### config.mk
export PLATFORM = sky130hd
export DESIGN_NAME = wav_pcm16_stream_parser_flat
export DESIGN_NICKNAME = d
export VERILOG_FILES = /design/src/rtl/wps_pkg.sv /design/src/rtl/wps_byte_if.sv /design/src/rtl/wps_res_if.sv /design/src/rtl/wav_pcm16_stream_parser.sv /design/src/rtl/wps_parser.sv /design/src/rtl/wps_res_fifo.sv /design/src/flat_wrapper.sv
export SDC_FILE = /design/constraint.sdc
export NUM_CORES = 1
export LEC_CHECK = 0
export ABC_AREA = 1
export BUFFER_PORTS_ARGS = -buffer_cell sky130_fd_sc_hd__buf_2
export CAP_MARGIN = 25
export CORE_UTILIZATION = 65
export DETAILED_ROUTE_END_ITERATION = 10
export PLACE_DENSITY = 0.83
export RECOVER_POWER = 25
export SYNTH_ARGS = -nofsm -noshare
export SYNTH_HDL_FRONTEND = slang
export SYNTH_SLANG_ARGS = --single-unit
### constraint.sdc
create_clock -name clk_i -period 8.9 [get_ports clk_i]
set_input_delay 1.335 -clock clk_i [delete_from_list [all_inputs] [get_ports clk_i]]
set_output_delay 1.335 -clock clk_i [all_outputs]
set_load 0.02 [all_outputs]
### src/rtl/wps_pkg.sv
// Package: shared constants, result codes and item types of the WAV stream parser.
package wps_pkg;

  localparam logic [31:0] IdRiff    = 32'h4646_4952;
  localparam logic [31:0] IdWave    = 32'h4556_4157;
  localparam logic [31:0] IdFmt     = 32'h2074_6D66;
  localparam logic [31:0] IdData    = 32'h6174_6164;
  localparam logic [31:0] RateReset = 32'd44100;
  localparam logic [15:0] BitsReq   = 16'd16;
  localparam logic [31:0] FmtMin    = 32'd16;

  // result queue depth, a power of two of at least 4
  localparam int unsigned ResDepth = 4;

  localparam logic [1:0] KindSample = 2'd0;
  localparam logic [1:0] KindDone   = 2'd1;
  localparam logic [1:0] KindError  = 2'd2;

  localparam logic [3:0] ErrRiff     = 4'd0;
  localparam logic [3:0] ErrWave     = 4'd1;
  localparam logic [3:0] ErrTag      = 4'd2;
  localparam logic [3:0] ErrRate     = 4'd3;
  localparam logic [3:0] ErrBits     = 4'd4;
  localparam logic [3:0] ErrAlign    = 4'd5;
  localparam logic [3:0] ErrChannels = 4'd6;
  localparam logic [3:0] ErrShortFmt = 4'd7;
  localparam logic [3:0] ErrMissing  = 4'd8;
  localparam logic [3:0] ErrTrunc    = 4'd9;

  typedef struct packed {
    logic [1:0]          kind;
    logic signed [15:0]  sample;
    logic [1:0]          chan_num;
    logic [30:0]         frame_count;
    logic [3:0]          error_code;
    logic                last_of_run;
  } res_t;

  typedef struct packed {
    logic [1:0] cnt;
    res_t       r0;
    res_t       r1;
  } push_t;

endpackage

### src/rtl/wps_byte_if.sv
// Interface: byte channel of the WAV stream parser.
interface wps_byte_if;
  logic       valid;
  logic       ready;
  logic [7:0] byte_in;
  logic       end_of_file;

  modport source (output valid, output byte_in, output end_of_file, input ready);
  modport sink (input valid, input byte_in, input end_of_file, output ready);
endinterface

### src/rtl/wps_res_if.sv
// Interface: result channel of the WAV stream parser.
interface wps_res_if;
  logic               valid;
  logic               ready;
  logic [1:0]         kind;
  logic signed [15:0] sample;
  logic [1:0]         chan_num;
  logic [30:0]        frame_count;
  logic [3:0]         error_code;
  logic               last_of_run;

  modport source (output valid, output kind, output sample, output chan_num,
                  output frame_count, output error_code, output last_of_run, input ready);
  modport sink (input valid, input kind, input sample, input chan_num,
                input frame_count, input error_code, input last_of_run, output ready);
endinterface

### src/rtl/wav_pcm16_stream_parser.sv
// Top level: byte-stream WAV PCM16 parser with a result queue on its output.
// The results of an accepted byte are registered in the result queue and offered in order from its head.
// Throughput: one byte per cycle while each byte yields at most one result and out_o.ready is high;
//   the single-read result queue hands out the two results of a byte one after the other.
// in_i.ready drops while the queue holds more than two items.
// Reset clears the walk state and the queue and sets the expected rate to 44100.
module wav_pcm16_stream_parser (
  input  logic        clk_i,
  input  logic        rst_ni,
  input  logic        cfg_we_i,
  input  logic [31:0] cfg_wdata_i,
  wps_byte_if.sink    in_i,
  wps_res_if.source   out_o
);
  import wps_pkg::*;

  push_t push;
  res_t  head;
  logic  room;
  logic  accept;

  assign in_i.ready = room;
  assign accept     = in_i.valid && room;

  wps_parser u_parser (
    .clk_i       (clk_i),
    .rst_ni      (rst_ni),
    .cfg_we_i    (cfg_we_i),
    .cfg_wdata_i (cfg_wdata_i),
    .accept_i    (accept),
    .byte_i      (in_i.byte_in),
    .eof_i       (in_i.end_of_file),
    .push_o      (push)
  );

  wps_res_fifo u_fifo (
    .clk_i   (clk_i),
    .rst_ni  (rst_ni),
    .push_i  (push),
    .room_o  (room),
    .valid_o (out_o.valid),
    .data_o  (head),
    .pop_i   (out_o.ready)
  );

  assign out_o.kind          = head.kind;
  assign out_o.sample        = head.sample;
  assign out_o.chan_num      = head.chan_num;
  assign out_o.frame_count   = head.frame_count;
  assign out_o.error_code    = head.error_code;
  assign out_o.last_of_run   = head.last_of_run;

endmodule

### src/rtl/wps_parser.sv
// Parser core: chunk walk state, fmt checks and sample pairing, one accepted byte per cycle.
module wps_parser (
  input  logic            clk_i,
  input  logic            rst_ni,
  input  logic            cfg_we_i,
  input  logic [31:0]     cfg_wdata_i,
  input  logic            accept_i,
  input  logic [7:0]      byte_i,
  input  logic            eof_i,
  output wps_pkg::push_t  push_o
);
  import wps_pkg::*;

  typedef enum logic [2:0] {
    PhHdr, PhChdr, PhFmt, PhData, PhSkip, PhPad, PhHalt
  } phase_e;

  phase_e      phase_q, phase_d;
  logic [31:0] rate_q;
  logic [31:0] rr_q, rr_d;
  logic [31:0] fs_q, fs_d;
  logic [31:0] cid_q, cid_d;
  logic [31:0] cl_q, cl_d;
  logic [4:0]  bp_q, bp_d;
  logic [1:0]  ch_q, ch_d;
  logic [31:0] db_q, db_d;
  logic        hd_q, hd_d;
  logic [7:0]  low_q, low_d;
  logic        pad_q, pad_d;

  logic [31:0] fs;
  logic [15:0] h16;
  logic        smp_vld;
  logic        term_vld;
  logic [1:0]  term_kind;
  logic [3:0]  term_err;
  logic [30:0] term_frames;
  logic        end_chunk;
  logic        bnd;
  res_t        smp_res;
  res_t        term_res;

  always_comb begin
    phase_d     = phase_q;
    rr_d        = rr_q;
    fs_d        = fs_q;
    cid_d       = cid_q;
    cl_d        = cl_q;
    bp_d        = bp_q;
    ch_d        = ch_q;
    db_d        = db_q;
    hd_d        = hd_q;
    low_d       = low_q;
    pad_d       = pad_q;
    smp_vld     = 1'b0;
    term_vld    = 1'b0;
    term_kind   = KindError;
    term_err    = ErrRiff;
    term_frames = '0;
    end_chunk   = 1'b0;
    bnd         = 1'b0;
    fs          = {byte_i, fs_q[31:8]};
    h16         = fs[31:16];

    if (accept_i && phase_q != PhHalt) begin
      fs_d = fs;
      if (phase_q != PhHdr && rr_q != 32'd0) begin
        rr_d = rr_q - 32'd1;
      end
      unique case (phase_q)
        PhHdr: begin
          bp_d = bp_q + 5'd1;
          if (bp_q == 5'd3 && fs != IdRiff) begin
            term_vld = 1'b1;
            term_err = ErrRiff;
          end else if (bp_q == 5'd7) begin
            rr_d = (fs >= 32'd4) ? fs - 32'd4 : 32'd0;
          end else if (bp_q == 5'd11) begin
            if (fs != IdWave) begin
              term_vld = 1'b1;
              term_err = ErrWave;
            end else begin
              bnd = 1'b1;
            end
          end
        end
        PhChdr: begin
          bp_d = bp_q + 5'd1;
          if (bp_q == 5'd3) begin
            cid_d = fs;
          end else if (bp_q == 5'd7) begin
            cl_d  = fs;
            pad_d = fs[0];
            bp_d  = '0;
            if (cid_q == IdFmt) begin
              if (fs < FmtMin) begin
                term_vld = 1'b1;
                term_err = ErrShortFmt;
              end else begin
                phase_d = PhFmt;
              end
            end else begin
              if (cid_q == IdData) begin
                db_d    = fs;
                hd_d    = 1'b1;
                phase_d = PhData;
              end else begin
                phase_d = PhSkip;
              end
              end_chunk = (fs == 32'd0);
            end
          end
        end
        PhPad: begin
          pad_d = 1'b0;
          bnd   = 1'b1;
        end
        PhFmt, PhData, PhSkip: begin
          cl_d = cl_q - 32'd1;
          if (phase_q == PhFmt) begin
            if (bp_q < 5'd16) begin
              bp_d = bp_q + 5'd1;
            end
            if (bp_q == 5'd1 && h16 != 16'd1) begin
              term_vld = 1'b1;
              term_err = ErrTag;
            end
            if (bp_q == 5'd3) begin
              cid_d[15:0] = h16;
            end
            if (bp_q == 5'd7 && fs != rate_q) begin
              term_vld = 1'b1;
              term_err = ErrRate;
            end
            if (bp_q == 5'd13) begin
              cid_d[31:16] = h16;
            end
            if (bp_q == 5'd15) begin
              if (h16 != BitsReq) begin
                term_vld = 1'b1;
                term_err = ErrBits;
              end else if ({1'b0, cid_q[31:16]} != {cid_q[15:0], 1'b0}) begin
                term_vld = 1'b1;
                term_err = ErrAlign;
              end else if (cid_q[15:0] != 16'd1 && cid_q[15:0] != 16'd2) begin
                term_vld = 1'b1;
                term_err = ErrChannels;
              end else begin
                ch_d = cid_q[1:0];
              end
            end
          end else if (phase_q == PhData) begin
            if (!bp_q[0]) begin
              low_d = byte_i;
            end else begin
              smp_vld = 1'b1;
            end
            bp_d = {bp_q[4:1], ~bp_q[0]};
          end
          end_chunk = !term_vld && (cl_d == 32'd0);
        end
        default: ;
      endcase

      if (end_chunk) begin
        if (pad_d) begin
          phase_d = PhPad;
        end else begin
          bnd = 1'b1;
        end
      end

      if (bnd) begin
        if (rr_d == 32'd0) begin
          term_vld = 1'b1;
          if (ch_d == 2'd0 || !hd_d || db_d == 32'd0) begin
            term_err = ErrMissing;
          end else begin
            term_kind   = KindDone;
            term_frames = (ch_d == 2'd2) ? {1'b0, db_d[31:2]} : db_d[31:1];
          end
        end else begin
          phase_d = PhChdr;
          bp_d    = '0;
        end
      end

      if (eof_i && !term_vld) begin
        term_vld = 1'b1;
        term_err = ErrTrunc;
      end

      if (term_vld) begin
        phase_d = PhHalt;
      end
    end
  end

  always_comb begin
    smp_res               = '0;
    smp_res.kind          = KindSample;
    smp_res.sample        = {byte_i, low_q};
    smp_res.last_of_run   = !term_vld;
    term_res              = '0;
    term_res.kind         = term_kind;
    term_res.last_of_run  = 1'b1;
    if (term_kind == KindDone) begin
      term_res.chan_num      = ch_d;
      term_res.frame_count   = term_frames;
    end else begin
      term_res.error_code    = term_err;
    end
    push_o.cnt = {1'b0, smp_vld} + {1'b0, term_vld};
    push_o.r0  = smp_vld ? smp_res : term_res;
    push_o.r1  = term_res;
  end

  always_ff @(posedge clk_i or negedge rst_ni) begin
    if (!rst_ni) begin
      phase_q <= PhHdr;
      rate_q  <= RateReset;
      rr_q    <= '0;
      fs_q    <= '0;
      cid_q   <= '0;
      cl_q    <= '0;
      bp_q    <= '0;
      ch_q    <= '0;
      db_q    <= '0;
      hd_q    <= 1'b0;
      low_q   <= '0;
      pad_q   <= 1'b0;
    end else begin
      phase_q <= phase_d;
      if (cfg_we_i) begin
        rate_q <= cfg_wdata_i;
      end
      rr_q    <= rr_d;
      fs_q    <= fs_d;
      cid_q   <= cid_d;
      cl_q    <= cl_d;
      bp_q    <= bp_d;
      ch_q    <= ch_d;
      db_q    <= db_d;
      hd_q    <= hd_d;
      low_q   <= low_d;
      pad_q   <= pad_d;
    end
  end

endmodule

### src/rtl/wps_res_fifo.sv
// Result queue: takes up to two items per cycle, hands out one per cycle while pop_i is high.
module wps_res_fifo (
  input  logic           clk_i,
  input  logic           rst_ni,
  input  wps_pkg::push_t push_i,
  output logic           room_o,
  output logic           valid_o,
  output wps_pkg::res_t  data_o,
  input  logic           pop_i
);
  import wps_pkg::*;

  localparam int unsigned PtrW = $clog2(ResDepth);
  localparam int unsigned CntW = $clog2(ResDepth + 1);

  res_t            mem_q [ResDepth];
  logic [PtrW-1:0] wp_q;
  logic [PtrW-1:0] rp_q;
  logic [CntW-1:0] cnt_q;
  logic            pop;

  assign valid_o = (cnt_q != '0);
  assign data_o  = mem_q[rp_q];
  assign pop     = valid_o && pop_i;
  assign room_o  = (cnt_q <= CntW'(ResDepth - 2));

  always_ff @(posedge clk_i) begin
    if (push_i.cnt != 2'd0) begin
      mem_q[wp_q] <= push_i.r0;
    end
    if (push_i.cnt == 2'd2) begin
      mem_q[wp_q + PtrW'(1)] <= push_i.r1;
    end
  end

  always_ff @(posedge clk_i or negedge rst_ni) begin
    if (!rst_ni) begin
      wp_q  <= '0;
      rp_q  <= '0;
      cnt_q <= '0;
    end else begin
      wp_q  <= wp_q + PtrW'(push_i.cnt);
      rp_q  <= rp_q + PtrW'(pop);
      cnt_q <= cnt_q + CntW'(push_i.cnt) - CntW'(pop);
    end
  end

endmodule

### src/flat_wrapper.sv
// flat-port wrapper written by rule: the top's interface ports become plain ports
module wav_pcm16_stream_parser_flat import wps_pkg::*;
  (clk_i, rst_ni, cfg_we_i, cfg_wdata_i, in_i_valid, in_i_byte_in, in_i_end_of_file, in_i_ready, out_o_valid, out_o_kind, out_o_sample, out_o_chan_num, out_o_frame_count, out_o_error_code, out_o_last_of_run, out_o_ready);
  wps_byte_if in_i_i ();
  wps_res_if out_o_i ();
  input  logic clk_i;
  input  logic rst_ni;
  input  logic cfg_we_i;
  input  logic [31:0] cfg_wdata_i;
  input wire logic [$bits(in_i_i.valid)-1:0] in_i_valid;
  input wire logic [$bits(in_i_i.byte_in)-1:0] in_i_byte_in;
  input wire logic [$bits(in_i_i.end_of_file)-1:0] in_i_end_of_file;
  output wire logic [$bits(in_i_i.ready)-1:0] in_i_ready;
  output wire logic [$bits(out_o_i.valid)-1:0] out_o_valid;
  output wire logic [$bits(out_o_i.kind)-1:0] out_o_kind;
  output wire logic [$bits(out_o_i.sample)-1:0] out_o_sample;
  output wire logic [$bits(out_o_i.chan_num)-1:0] out_o_chan_num;
  output wire logic [$bits(out_o_i.frame_count)-1:0] out_o_frame_count;
  output wire logic [$bits(out_o_i.error_code)-1:0] out_o_error_code;
  output wire logic [$bits(out_o_i.last_of_run)-1:0] out_o_last_of_run;
  input wire logic [$bits(out_o_i.ready)-1:0] out_o_ready;
  assign in_i_i.valid = in_i_valid;
  assign in_i_i.byte_in = in_i_byte_in;
  assign in_i_i.end_of_file = in_i_end_of_file;
  assign in_i_ready = in_i_i.ready;
  assign out_o_valid = out_o_i.valid;
  assign out_o_kind = out_o_i.kind;
  assign out_o_sample = out_o_i.sample;
  assign out_o_chan_num = out_o_i.chan_num;
  assign out_o_frame_count = out_o_i.frame_count;
  assign out_o_error_code = out_o_i.error_code;
  assign out_o_last_of_run = out_o_i.last_of_run;
  assign out_o_i.ready = out_o_ready;
  wav_pcm16_stream_parser u_core (.clk_i(clk_i), .rst_ni(rst_ni), .cfg_we_i(cfg_we_i), .cfg_wdata_i(cfg_wdata_i), .in_i(in_i_i), .out_o(out_o_i));
endmodule
==> flow_metrics.tcl, run 1 <==
set metrics [dict create \
    io_buffers 103 \
    synth_seq_area_share_pct 46.3 \
    antenna_left 0 \
    dp_hpwl_um 52500 \
    synthMuxAreaShare_pct 0.967 \
    grt_pass1_vias 21600 \
    cpPeakStageDelay_ns 0.60 \
    avgSynthCellArea_um2 7.53 \
    cp.arrival_ns 7.59 \
    power_density_nw_per_um2 322 \
    crit_path_start_kind "register" \
    synth_warnings 0 \
    gp_congestion 0.989 \
    drv_slew 242 \
    hp-start "u_core.u_fifo.mem_q[1][45]" \
    drt_first_pass_iters 7 \
    wl_per_cell_um 20.4 \
    syn_nets 3312 \
    ys_ff_latch 435 \
    avgViaCountPerCell 6.16 \
    crit_path_end_kind "register" \
    antennaDiodeCount 0 \
    synth_compound_gate_area_share_pct 12.5 \
    grt_pass1_wl_um 119000 \
    synth-edff-count 156 \
    grt_max_degree 114 \
    postCtsHoldBufs 0 \
    hold_viol 0 \
    violations "max-capacitance violations, max-slew violations" \
    synthFlopType "dfrtp_1" \
    drt-total-wl_um 76900 \
    synthDistinctLibCells 56 \
    grt_antenna_before_repair 1 \
    drc_errors 0 \
    worstHoldEndpoint "u_core.u_fifo.mem_q[1][45]" \
    preCtsSetupSlack_ns 1.88 \
    tightest_slew_ns 4.08 \
    p_leak_nw 11.6 \
    cts_inserted_buffers 46 \
    timing.final.ws_setup_ns 1.73 \
    critical_path_class "register to register" \
    cap_violations 4 \
    clkTransAtPathRegs_ns 0.07 \
    final.min_clock_period_ns 7.17 \
    core_area_um2 36800 \
    whs_path_depth 2 \
    ir_worst_vdd_v 0.000232 \
    synth_xor_area_share_pct 2.15 \
    min_period_over_period_pct 80.5 \
    die-area_um2 38400 \
    htreeDepth 2 \
    grt_setup_unrepaired "no" \
    slew_headroom_pct -172 \
    ios 104 \
    crit_fanout 42 \
    hold_path_class "register to register" \
    reg2regPathDepth 25 \
    post_cts_buffers 0 \
    final_nets 3331 \
    cp_data_required_time_ns 9.32 \
    netlist_area_um2 24500 \
    status "finished with violations" \
    cts_tree "done" \
    cp_slowest_cell "inv_1" \
    fp.dieW_um 196 \
    drive_above_1_share_pct 11.4 \
    synth_simple_gate_area_share_pct 29.5 \
    r2r_end "u_core.u_fifo.mem_q[0][31]" \
    fmax_mhz 140 \
    grt_util_all_layers_pct 39.8 \
    reg2reg_from "u_core.u_parser.bp_q[0]" \
    root_buffer "clkbuf_16" \
    grt_overflow 0 \
    reg2reg_slack_ns 1.73 \
    vias 23200 \
    start_util_pct 66.5 \
    synthAdderAreaFrac_pct 1.05 \
    fin_setup_tns_ns 0 \
    ys_async_sr_fraction_pct 48.5 \
    cts_resized 0 \
    rows 70 \
    cts_buffer_depth 3 \
    area_growth_pct 8.45 \
    syn_inst 3246 \
    insertion_delay_ns 0.60 \
    drtIter0Drc 2882 \
    finalSetupViolCount 0 \
    finClkSkew_ns 0.0171 \
    cts_sinks 435 \
    synth_top_family_by_area "simple AND/OR/NAND/NOR gates" \
    die_height_um 196 \
]
==> cells in the mapped netlist, types with 22 or more instances <==
library cell / n / area (um^2)
xnor2_1: 29 / 254
nand2_1: 858 / 3220
o22ai_1: 56 / 350
nand4_1: 44 / 275
o21ai_0: 411 / 2060
buf_6: 22 / 248
buf_2: 23 / 115
o21ai_1: 39 / 195
nand3_1: 126 / 631
nor2_1: 516 / 1940
dfxtp_1: 68 / 1360
inv_1: 248 / 931
nor2_2: 74 / 463
edfxtp_1: 156 / 4680
xor2_1: 31 / 272
dfrtp_1: 205 / 5130
a21oi_1: 43 / 215
clkbuf_1: 91 / 342
nor3_1: 26 / 130
==> sequential cells by signal, indices dropped and copies added, names as in the netlist <==
| register | count |
|---|---|
| u_core.u_fifo.cnt_q | 3 |
| u_core.u_parser.cid_q | 32 |
| u_core.u_fifo.mem_q | 224 |
| u_core.u_parser.hd_q | 1 |
| u_core.u_parser.rr_q | 32 |
| u_core.u_fifo.rp_q | 2 |
| u_core.u_parser.bp_q | 5 |
| u_core.u_parser.fs_q | 24 |
| u_core.u_parser.pad_q | 1 |
| u_core.u_parser.ch_q | 2 |
| u_core.u_parser.rate_q | 32 |
| u_core.u_parser.cl_q | 32 |
| u_core.u_fifo.wp_q | 2 |
| u_core.u_parser.phase_q | 3 |
| u_core.u_parser.db_q | 32 |
| u_core.u_parser.low_q | 8 |
==> how the worst max path moves through the flow <==
stage	to	start	slack, ns
4_1_cts	u_core.u_fifo.mem_q[3][19]	u_core.u_parser.bp_q[0]	2.01
6_report	u_core.u_fifo.mem_q[0][31]	u_core.u_parser.bp_q[0]	1.73
5_1_grt	u_core.u_fifo.mem_q[1][25]	u_core.u_parser.bp_q[0]	1.33
3_3_place_gp	u_core.u_fifo.mem_q[3][16]	in_i_byte_in[6]	2.04
3_5_place_dp	u_core.u_fifo.mem_q[3][9]	in_i_byte_in[6]	1.88
2_1_floorplan	u_core.u_fifo.mem_q[3][28]	in_i_byte_in[1]	3.12
==> area by class of cell <==
cell class / count / area, um^2
fillers: 2913 / 10300
inverters: 271 / 1030
repair buffers: 124 / 728
clock buffers: 56 / 1230
multi-input cells: 2387 / 11300
well taps: 468 / 586
flip-flops and latches: 435 / 11300
clock inverters: 29 / 288
==> critical path: cells and delay by family (launching register included) <==
kind,cells,cell delay (ns)
simple gates,17,3.70
flops,1,0.47
fa+ha+maj,2,0.63
buf+inv,5,1.80
compound gates,1,0.35
==> logic make-up after synthesis <==
logic type | count (synthesis)
AO/OA/AOI/OAI | 580
XOR/XNOR | 60
adder cells (fa/ha/maj) | 20
buffers and inverters | 424
flip-flops | 435
multiplexers | 21
AND/OR/NAND/NOR | 1706
==> cell usage in the layout, fill, tap and decap left out, types with 39 or more instances in the layout <==
master,instances
nand2_1,853
nor2_1,516
o21ai_0,411
inv_1,246
dfrtp_1,204
edfxtp_1,156
nand3_1,126
buf_2,101
nor2_2,74
dfxtp_1,68
o22ai_1,56
clkbuf_16,46
nand4_1,44
a21oi_1,43
o21ai_1,39
==> power by group <==
group | switching [mW] | internal, mW
registers | 0.556 | 2.38
logic | 2.57 | 1.08
clock network | 0.843 | 1.11
total | 3.97 | 4.56
==> per-layer routing <==
layer | vias to the layer above | share of wire, % | global-route usage (%)
li1 | 10600 | - | -
met1 | 10900 | 39 | 54.1
met3 | 253 | 11 | 7.25
met5 | - | 0.017 | 0
met4 | 2 | 3.7 | 13.6
met2 | 1444 | 46 | 64.7
==> stage by stage <==
step	cell area, um^2	power [mW]	cells	util [%]	hold WS [ns]
CTS	26400	8.39	3766	71.9	0.457
finish	26500	8.53	3770	72.1	0.455
floorplan	24500	5.31	3246	-	0.423
detailed placement	24900	6.43	3681	67.8	0.441
global placement	24900	6.36	3681	67.8	0.433
global route	26500	8.99	3770	72.1	0.479
Note: power is estimated with default switching activity, not from simulation.
==> run 2, diff against run 1 <==
Settings changed: ABC_AREA 1 to 0, CORE_UTILIZATION 65 to 62, PLACE_DENSITY 0.83 to 0.8.
Clock period 8.9 ns to 7.3 ns, I/O delays scaled along.
==> flow_metrics.tcl, run 2 <==
set metrics [dict create \
    crit_path_end_kind "register" \
    core_area_um2 36700 \
    hold_path_class "register to register" \
    grt_util_all_layers_pct 36.5 \
    ir_worst_vdd_v 0.000251 \
    synthDistinctLibCells 84 \
    syn_inst 2226 \
    synth_compound_gate_area_share_pct 12.2 \
    wl_per_cell_um 25.0 \
    antenna_left 0 \
    syn_nets 2292 \
    ys_ff_latch 435 \
    drv_slew 122 \
    clkTransAtPathRegs_ns 0.06 \
    final_common_cell "nor2_1" \
    synth_top_area_share_pct 22.1 \
    largest_register "u_core.u_fifo.mem_q" \
    hp-start "u_core.u_fifo.mem_q[2][48]" \
    switching_share_pct 39.1 \
    p_switching_mw 3.55 \
    clkPwrFrac_pct 26.4 \
    violations "max-capacitance violations, max-slew violations" \
    gp_congestion 0.988 \
    min_period_over_period_pct 89.0 \
    drtIter0Drc 2372 \
    cts_sinks 435 \
    power_density_nw_per_um2 352 \
    worstHoldEndpoint "u_core.u_fifo.mem_q[2][48]" \
    netlist_area_um2 23200 \
    finClkSkew_ns 0.0202 \
    area_growth_pct 11.1 \
    seqPwrFrac_pct 37.4 \
    grt_pass1_vias 18500 \
    grt_overflow 0 \
    hold_ws_ns 0.474 \
    reg2reg_slack_ns 0.80 \
    synthFlopType "dfrtp_1" \
    synth_warnings 0 \
    yosys-top-cells-area "dfrtp_1 (22%), edfxtp_1 (20%), dfxtp_1 (5.9%)" \
    fin_setup_tns_ns 0 \
    largest_reg_flops 224 \
    postCtsHoldBufs 0 \
    synth-edff-count 156 \
    crit_path_start "u_core.u_parser.fs_q[12]" \
    slew_headroom_pct -243 \
    yosysTopAreaCell "dfrtp_1" \
    final_nets 2331 \
    synthMuxAreaShare_pct 14.1 \
    crit_fanout 33 \
    post-synth-top-count-cell "nor2_1" \
    grt_max_degree 89 \
    fmax_mhz 154 \
    preCtsSetupSlack_ns 0.597 \
    tightest_slew_ns 5.14 \
    die_height_um 195 \
    cts_resized 0 \
    synth_xor_area_share_pct 3.36 \
    crit_path_start_kind "register" \
    vias 19000 \
    hold_viol 0 \
    grt_setup_unrepaired "no" \
    avgViaCountPerCell 6.86 \
    drt-total-wl_um 69200 \
    combPwrFrac_pct 36.2 \
    utilization_pct 70.2 \
    io_buffers 103 \
    htreeDepth 2 \
    critical_path_class "register to register" \
    die-area_um2 38200 \
    insertion_delay_ns 0.59 \
    synthAdderAreaFrac_pct 1.11 \
    cap_violations 2 \
    start_util_pct 63.2 \
    avgSynthCellArea_um2 10.4 \
    post_cts_buffers 0 \
    cp.arrival_ns 6.92 \
    drc_errors 0 \
    fp.dieW_um 195 \
    r2r_end "u_core.u_fifo.mem_q[0][23]" \
    cellInternalPower_mw 5.53 \
    finalSetupViolCount 0 \
    root_buffer "clkbuf_16" \
    cts_buffer_depth 3 \
    power_mw 9.08 \
    final.min_clock_period_ns 6.50 \
    cts_inserted_buffers 45 \
    grt_antenna_before_repair 0 \
    reg2reg_from "u_core.u_parser.fs_q[12]" \
    cp_data_required_time_ns 7.73 \
    dp_hpwl_um 46000 \
    timing.final.ws_setup_ns 0.803 \
    yosys-top-cells-count "nor2_1 (239), dfrtp_1 (205), nand2_1 (202), edfxtp_1 (156), clkbuf_1 (154)" \
    status "finished with violations" \
    cts_tree "done" \
    synth_seq_area_share_pct 48.8 \
    synth_simple_gate_area_share_pct 16.5 \
    ios 104 \
    reg2regPathDepth 17 \
    whs_path_depth 1 \
    layout_common_cells "nor2_1 (239), dfrtp_1 (203), nand2_1 (201)" \
    p_leak_nw 10.1 \
    rows 70 \
    ys_async_sr_fraction_pct 48.5 \
    drt_first_pass_iters 6 \
    grt_pass1_wl_um 107000 \
    synth_top_family_by_area "simple AND/OR/NAND/NOR gates" \
    drive_above_1_share_pct 20.2 \
]
run 2: cell count changes after synthesis, moves of 66 or more:
cell and delta:
mux2_2 +99, a22o_1 +77, nor2_2 -73, o21ai_0 -300
inv_1 -202, nand3_1 -86, mux2i_1 +66, nor2_1 -277
nand2_1 -656
run 2: per-layer routing:
layer  part of all wire (%)  global-route usage (%)
met4                    4.6                    16.3
met5                      0                       0
met2                     46                    56.5
met1                     39                    50.1
met3                    9.8                    7.10
run 2: area by class of cell:
cell class,instances,area (um^2)
Multi-Input combinational cell,1557,11000
Clock inverter,9,135
Tap cell,468,586
Inverter,47,176
Clock buffer,73,1420
Fill cell,2586,10900
Timing Repair Buffer,179,1100
Sequential cell,435,11300
Antenna cell,1,2.50
run 2: logic make-up after synthesis:
group,Yosys count
and+or+nand+nor,780
DFF,435
AOI/OAI and AO/OA,426
muxes,242
buffers and inverters,234
xor gates and xnor gates,89
adders and majority gates,20
run 2: power groups by stage:
stage	sequential [mW]	combinational [mW]	clock, mW
2_1_floorplan	3.13	2.32	0
3_3_place_gp	3.38	3.14	0
3_5_place_dp	3.41	3.18	0
4_1_cts	3.37	3.22	2.41
5_1_grt	3.43	3.49	2.50
6_report	3.39	3.29	2.40
run 2: per-stage QoR:
stage          cell area [um^2]  cells
2_1_floorplan             23200   2226
3_3_place_gp              24200   2684
3_5_place_dp              24200   2684
4_1_cts                   25800   2766
5_1_grt                   25800   2768
6_report                  25800   2769
run 2: how the worst max path moves through the flow:
stage | to | slack (ns) | depth (start not counted)
2_1_floorplan | u_core.u_fifo.mem_q[2][35] | 1.13 | 22
3_3_place_gp | u_core.u_fifo.mem_q[1][12] | 0.90 | 21
3_5_place_dp | u_core.u_fifo.mem_q[0][8] | 0.60 | 18
4_1_cts | u_core.u_fifo.mem_q[0][8] | 1.05 | 17
5_1_grt | u_core.u_fifo.mem_q[0][8] | 0.58 | 18
6_report | u_core.u_fifo.mem_q[0][23] | 0.80 | 17
run 2: critical path: stages, from the launching register on:
cell      delay, ns
dfrtp_1        0.62
or4_1          0.71
or4_1          0.52
nor3_1         0.32
a21oi_1        0.33
a211oi_1       0.39
o211ai_1       0.16
nor4_1         0.59
and4b_1        0.35
o21ai_1        0.13
ha_1           0.27
inv_1          0.16
nand2_1        0.16
o21a_1         0.50
a21oi_1        0.46
nand4_1        0.14
buf_4          0.31
nor2_1         0.18
